===== src/hw/rtl/ocvm_pkg.sv =====
// ocvm_pkg: shared types, constants and helpers of the orbit camera view matrix
// used by the controller, the datapath and the top level; no dependencies
package ocvm_pkg;

  // trig values and matrix entries are Q4.30 in a 34-bit signed word
  localparam int TRIG_BITS = 30;
  localparam int TW        = 34;
  localparam int MW        = 34;
  localparam int PW        = 2 * MW;
  localparam int ACC_W     = PW + 2;
  localparam int SAT_W     = 72;

  localparam logic signed [TW-1:0] CORDIC_GAIN = 34'sd652032874;

  typedef enum logic [3:0] {
    OP_NOP,
    OP_CLOAD_YAW,
    OP_CLOAD_PITCH,
    OP_CITER,
    OP_CSTORE_YAW,
    OP_CSTORE_PITCH,
    OP_MUL,
    OP_EMIT
  } op_e;

  typedef enum logic [3:0] {
    M_CYSP,
    M_SYSP,
    M_CYCP,
    M_SYCP,
    M_CYRAD,
    M_SYRAD,
    M_TX,
    M_TY,
    M_TZ
  } msel_e;

  typedef struct packed {
    logic       ready;
    logic       take;
    op_e        op;
    msel_e      msel;
    logic [1:0] row;
    logic [4:0] iter;
  } cmd_t;

  typedef struct packed {
    logic frame_valid;
    logic out_free;
  } status_t;

  // atan(2^-i) in degrees, Q.24, rounded to frac fraction bits
  function automatic logic [29:0] atan_fix(input logic [4:0] idx, input int frac);
    logic [29:0] tab;
    int          d;
    case (idx)
      5'd0:  tab = 30'd754974720;
      5'd1:  tab = 30'd445687602;
      5'd2:  tab = 30'd235489088;
      5'd3:  tab = 30'd119537938;
      5'd4:  tab = 30'd60000935;
      5'd5:  tab = 30'd30029717;
      5'd6:  tab = 30'd15018523;
      5'd7:  tab = 30'd7509720;
      5'd8:  tab = 30'd3754917;
      5'd9:  tab = 30'd1877466;
      5'd10: tab = 30'd938734;
      5'd11: tab = 30'd469367;
      5'd12: tab = 30'd234683;
      5'd13: tab = 30'd117342;
      5'd14: tab = 30'd58671;
      5'd15: tab = 30'd29335;
      5'd16: tab = 30'd14668;
      5'd17: tab = 30'd7334;
      5'd18: tab = 30'd3667;
      5'd19: tab = 30'd1833;
      5'd20: tab = 30'd917;
      5'd21: tab = 30'd458;
      5'd22: tab = 30'd229;
      5'd23: tab = 30'd115;
      default: tab = '0;
    endcase
    d = 24 - frac;
    if (d <= 0) begin
      return tab;
    end
    return (tab + ((30'd1 << d) >> 1)) >> d;
  endfunction

  function automatic logic signed [31:0] sat32(input logic signed [SAT_W-1:0] v);
    if (v > SAT_W'(64'sd2147483647)) begin
      return 32'sh7fffffff;
    end
    if (v < -SAT_W'(64'sd2147483648)) begin
      return 32'sh80000000;
    end
    return v[31:0];
  endfunction

endpackage


===== src/hw/rtl/ocvm_ctrl.sv =====
// ocvm_ctrl: sequencer that steps the datapath through one frame item
// depends on ocvm_pkg
module ocvm_ctrl #(
  parameter int CORDIC_STEPS = 16
) (
  input  logic              clk_i,
  input  logic              rst_ni,
  input  ocvm_pkg::status_t status_i,
  output ocvm_pkg::cmd_t    cmd_o
);

  localparam int CW = $clog2(CORDIC_STEPS);

  typedef enum logic [3:0] {
    S_IDLE, S_YLOAD, S_YITER, S_YSTORE, S_PLOAD, S_PITER, S_PSTORE,
    S_MUL, S_TERM, S_WAIT, S_EMIT
  } state_e;

  state_e         state_q;
  logic [CW-1:0]  cnt_q;
  logic [1:0]     row_q;

  always_comb begin
    cmd_o       = '0;
    cmd_o.op    = ocvm_pkg::OP_NOP;
    cmd_o.msel  = ocvm_pkg::M_CYSP;
    cmd_o.row   = row_q;
    cmd_o.iter  = 5'(cnt_q);
    cmd_o.ready = (state_q == S_IDLE);
    cmd_o.take  = (state_q == S_IDLE) && status_i.frame_valid;
    case (state_q)
      S_YLOAD:  cmd_o.op = ocvm_pkg::OP_CLOAD_YAW;
      S_PLOAD:  cmd_o.op = ocvm_pkg::OP_CLOAD_PITCH;
      S_YITER,
      S_PITER:  cmd_o.op = ocvm_pkg::OP_CITER;
      S_YSTORE: cmd_o.op = ocvm_pkg::OP_CSTORE_YAW;
      S_PSTORE: cmd_o.op = ocvm_pkg::OP_CSTORE_PITCH;
      S_MUL: begin
        cmd_o.op = ocvm_pkg::OP_MUL;
        case (cnt_q)
          CW'(0):  cmd_o.msel = ocvm_pkg::M_CYSP;
          CW'(1):  cmd_o.msel = ocvm_pkg::M_SYSP;
          CW'(2):  cmd_o.msel = ocvm_pkg::M_CYCP;
          CW'(3):  cmd_o.msel = ocvm_pkg::M_SYCP;
          CW'(4):  cmd_o.msel = ocvm_pkg::M_CYRAD;
          default: cmd_o.msel = ocvm_pkg::M_SYRAD;
        endcase
      end
      S_TERM: begin
        cmd_o.op = ocvm_pkg::OP_MUL;
        case (cnt_q)
          CW'(0):  cmd_o.msel = ocvm_pkg::M_TX;
          CW'(1):  cmd_o.msel = ocvm_pkg::M_TY;
          default: cmd_o.msel = ocvm_pkg::M_TZ;
        endcase
      end
      S_EMIT: begin
        if (status_i.out_free) begin
          cmd_o.op = ocvm_pkg::OP_EMIT;
        end
      end
      default: cmd_o.op = ocvm_pkg::OP_NOP;
    endcase
  end

  always_ff @(posedge clk_i or negedge rst_ni) begin
    if (!rst_ni) begin
      state_q <= S_IDLE;
      cnt_q   <= '0;
      row_q   <= '0;
    end else begin
      case (state_q)
        S_IDLE: begin
          if (status_i.frame_valid) begin
            state_q <= S_YLOAD;
          end
        end
        S_YLOAD: begin
          cnt_q   <= '0;
          state_q <= S_YITER;
        end
        S_YITER: begin
          cnt_q <= cnt_q + 1'b1;
          if (cnt_q == CW'(CORDIC_STEPS - 1)) begin
            state_q <= S_YSTORE;
          end
        end
        S_YSTORE: state_q <= S_PLOAD;
        S_PLOAD: begin
          cnt_q   <= '0;
          state_q <= S_PITER;
        end
        S_PITER: begin
          cnt_q <= cnt_q + 1'b1;
          if (cnt_q == CW'(CORDIC_STEPS - 1)) begin
            state_q <= S_PSTORE;
          end
        end
        S_PSTORE: begin
          cnt_q   <= '0;
          state_q <= S_MUL;
        end
        S_MUL: begin
          if (cnt_q == CW'(5)) begin
            cnt_q   <= '0;
            row_q   <= '0;
            state_q <= S_TERM;
          end else begin
            cnt_q <= cnt_q + 1'b1;
          end
        end
        S_TERM: begin
          cnt_q <= cnt_q + 1'b1;
          if (cnt_q == CW'(2)) begin
            state_q <= S_WAIT;
          end
        end
        // last product lands in the accumulator here
        S_WAIT: state_q <= S_EMIT;
        S_EMIT: begin
          if (status_i.out_free) begin
            cnt_q <= '0;
            if (row_q == 2'd2) begin
              state_q <= S_IDLE;
            end else begin
              row_q   <= row_q + 2'd1;
              state_q <= S_TERM;
            end
          end
        end
        default: state_q <= S_IDLE;
      endcase
    end
  end

endmodule


===== config.mk =====
export PLATFORM = sky130hd
export DESIGN_NAME = ocvm_ctrl
export DESIGN_NICKNAME = d
export VERILOG_FILES = /design/src/hw/rtl/ocvm_pkg.sv /design/src/hw/rtl/ocvm_ctrl.sv
export SDC_FILE = /design/constraint.sdc
export NUM_CORES = 1
export LEC_CHECK = 0
export BUFFER_PORTS_ARGS = -buffer_cell sky130_fd_sc_hd__buf_4
export CAP_MARGIN = 20
export CORE_MARGIN = 3
export CORE_UTILIZATION = 45
export CTS_BUF_LIST = sky130_fd_sc_hd__clkbuf_4
export CTS_CLUSTER_DIAMETER = 80
export DETAILED_ROUTE_END_ITERATION = 10
export PLACE_DENSITY = 0.68
export SLEW_MARGIN = 20
export SYNTH_ARGS = -nofsm -noshare
export SYNTH_HDL_FRONTEND = slang
export SYNTH_SLANG_ARGS = --single-unit

===== constraint.sdc =====
create_clock -name clk_i -period 2.4 [get_ports clk_i]
set_input_delay 0 -clock clk_i [delete_from_list [all_inputs] [get_ports clk_i]]
set_output_delay 0 -clock clk_i [all_outputs]
set_load 0.02 [all_outputs]

==> metrics.md <==
| Metric | Value |
|---|---|
| Status | `completed` |
| Setup WS pre-CTS | `0.442 ns` |
| Global placement routability congestion | `between 0.9 and 1` |
| Hold Vio Cnt, Final | `0` |
| Initial Util | `between 40% and 50%` |
| Die width | `53.1 um` |
| M3 GR Usage | `less than 1%` |
| Drc violations | `0` |
| Max-cap violations | `0` |
| Crit path DAT | `roughly 2.1 ns` |
| Synth cell count leaders | `11 x nor2_1, 10 x dfrtp_1, 8 x o21ai_0` |
| PD cells | `~1400 nW/um2` |
| Combinational fraction of design power | `about 64%` |
| Post-route ant nets | `0` |
| Final setup margin | `between 0.4 and 0.5 ns` |
| Switching Share | `51.1%` |
| Count leader, synth | `nor2_1` |
| Seq/Total Area, Yosys | `25.1%` |
| Lkg Pwr | `just over 0.5 nW` |
| Reg2Reg Depth | `3` |
| Met2 Usage GRT | `around a quarter` |
| Setup crit end kind | `register` |
| TritonCTS clock tree | `built` |
| # diodes | `0` |
| Final Setup Violations | `0` |
| Post-DP HPWL | `about 1600 um` |
| Clk Tree Root Cell | `clkbuf_4` |
| TritonCTS Sinks | `10` |
| Area leader, netlist | `dfrtp_1` |
| CP Launch Point | `state_q[1]` |
| Reg power frac | `between 20 and 30%` |
| Final Util | `a little under three fifths` |
| Synthesized-area fraction occupied by xor and xnor cells | `0.877%` |
| Cells after synthesis | `roughly 120` |
| Worst EP required | `2.54 ns` |
| Sequential cell area | `250 um2` |
| Multi-input logic area | `approximately 650 um2` |
| Chip height | `between 50 and 60 um` |
| Compound-Gate Fraction of Synth Area | `about 28%` |
| GR Util All Layers | `around 16%` |
| Buf+Inv Stages, Crit Path | `1` |
| Max VDD drop | `0.817 mV` |
| Min Hold Slack | `0.0970 ns` |
| R2r setup slk | `about 0.40 ns` |
| Reg-to-Reg End | `row_q[1]` |
| Synth Area in Adders | `about 6.3%` |
| Setup tns final | `0 ns` |
| Yosys warns | `0` |
| Clk buf depth | `2` |
| Input/output buffers | `18` |
| Ys async rst share | `100%` |
| Top delay family on crit path | `flip-flops` |
| Final wirelength | `approximately 2100 um` |
| DR vias | `just over 900` |
| Grt total ovfl | `0` |
| Netlist cell types | `between 40 and 50` |
| CTS clock-pin slew for the worst setup and hold paths | `0.06 ns` |
| GR Layer Usage met1 | `23.7%` |
| Unrepaired setup endpoints after global routing | `false` |
| H-Tree Depth | `1` |
| Mux cell area share after synthesis | `3.38%` |
| Mean Syn Cell Area | `approximately 8.5 um2` |
| Combinational family with the most area after synthesis | `compound AO/OA/AOI/OAI gates` |
| Slowest stage cell, crit path | `dfrtp_1` |
| PnR Total Power | `roughly 1.6 mW` |
| Layout net count | `~140` |
| Worst Tran Pin Value | `about 0.72 ns` |
| Core Region | `between 2000 and 2500 um2` |
| WL per Instance | `13.4 um` |
| Starting DRT DRC Count | `33` |
| Ports | `21` |
| Max_slew headroom | `a little over half` |
| Post-synth EDFFs | `0` |
| CP max stage delay | `0.74 ns` |
| Post-synthesis simple-gate area fraction | `a little over a quarter` |
| Most common flop cell mapped by yosys | `dfrtp_1` |
| Initial antenna violation count | `0` |
| Critical Path, Cell by Cell | `inv_1 -> o31ai_1 -> mux2_1` |
| Vias in the first global route | `771` |
| Initial DRT Pass Iterations | `4` |
| Power share of the clock group | `roughly 6.9%` |
| Via-to-Cell Ratio | `roughly 5.8` |
| TritonCTS buffer count | `3` |
| Hold WC Path Type | `input port to asynchronous set/reset pin` |
| Slew Viols, Final | `0` |
| Sw Pwr | `roughly 800 uW` |
| Max Clock Skew | `about 0.0069 ns` |
| Synthesized flop and latch total | `10` |
| Worst r2r src | `state_q[1]` |
| Area Growth Syn to Fin | `13.8%` |
| Internal Pwr Total | `between 700 and 800 uW` |
| Synth top area cells | `dfrtp_1 25%, ha_1 6.3%, nor2_1 4.1%` |
| Largest net degree at the start of global routing | `23` |
| Post-synthesis cell area | `~1000 um2` |
| Layout fillers | `190` |
| Top cell type's share of synthesized area | `between 20% and 30%` |
| CP startpoint kind | `register` |
| Rows | `16` |
| Gr busiest metal | `met2` |
| Setup Buffers After CTS | `0` |
| Share of layout cells above drive strength 1 | `21.4%` |
| Die area | `about 2800 um2` |
| F_max | `between 500 and 600 MHz` |
| Fin crit period | `roughly 2 ns` |
| Crit path max fanout | `18` |
| Period Utilization, post-route | `83.2%` |
| Crit Path Class | `register to register` |
| Global-route wire length before repair | `approximately 3500 um` |
| Clock network latency to the later pin of the worst-skew pair | `~0.26 ns` |
[layout make-up]
class	count	share of cell area, %
clock inverters	1	0.330
flip-flops and latches	10	22.0
well taps	27	2.97
inverters	7	2.31
clock buffers	3	1.98
repair buffers	19	12.8
multi-input cells	91	57.6
[cell usage in the layout, fill, tap and decap left out, types with 2 or more instances in the layout]
cell	netlist	layout
nand2b_1	2	2
and3b_1	3	3
o21ai_0	8	8
a31oi_1	4	4
inv_1	7	7
ha_1	5	5
a21oi_1	5	5
or2_1	2	2
buf_4	3	18
clkbuf_4	0	3
dfrtp_1	10	10
o22ai_1	3	3
a22o_1	3	3
nand2_1	6	6
nor2_1	11	11
mux2_1	2	2
o31ai_1	3	3
nor3b_1	2	2
conb_1	1	2
nand3_1	5	5
[worst reg2reg max path, cell delays in order, from the launching register on]
cell and delay (ns):
dfrtp_1 0.74, inv_1 0.27, o31ai_1 0.50, mux2_1 0.37
[flip-flops by register name, summed over array words and instances (netlist names)]
signal	count
state_q	4
row_q	2
cnt_q	4
[worst max path at each step]
stage                           to  slack, ns  depth (start not counted)
after global routing      row_q[1]       0.29                          3
after detailed placement  cnt_q[2]       0.44                          4
after floorplan           cnt_q[2]       0.47                          5
after global placement    cnt_q[2]       0.48                          4
final                     row_q[1]       0.40                          3
after CTS                 cnt_q[2]       0.43                          4
[power groups by stage]
stage / registers, mW / logic, mW / clock network, mW
2_1_floorplan: 0.338 / 0.849 / 0
3_3_place_gp: 0.443 / 0.982 / 0
3_5_place_dp: 0.453 / 0.994 / 0
4_1_cts: 0.449 / 1.00 / 0.115
5_1_grt: 0.481 / 1.09 / 0.121
6_report: 0.453 / 0.998 / 0.108
[timing repair]
action / CTS / global route
hold buffers: 1 / 0
endpoints found under the setup margin: 0 / 0
hold endpoints to repair: 10 / 0
resized for setup: 0 / 0
[stage by stage]
stage          std cells  instance area (um2)
4_1_cts              158                 1140
3_5_place_dp         153                 1100
3_3_place_gp         153                 1100
5_1_grt              158                 1140
2_1_floorplan        119                 1000
6_report             158                 1140
[metal layers]
layer | part of all wire (%) | up-vias
li1 | - | 457
met1 | 48 | 434
met2 | 46 | 31
met3 | 5.3 | 2
met4 | 0.66 | 0
met5 | 0 | -
[kinds of logic (layout without fill, tap and decap cells)]
| group | Yosys count | after routing |
|---|---|---|
| and+or+nand+nor | 41 | 41 |
| AOI/OAI and AO/OA | 39 | 39 |
| buffers and inverters | 18 | 30 |
| DFF | 10 | 10 |
| adders and majority gates | 5 | 5 |
| muxes | 3 | 3 |
| other | 1 | 2 |
| xor gates and xnor gates | 1 | 1 |
No activity file was read; power rests on OpenSTA's default activity.
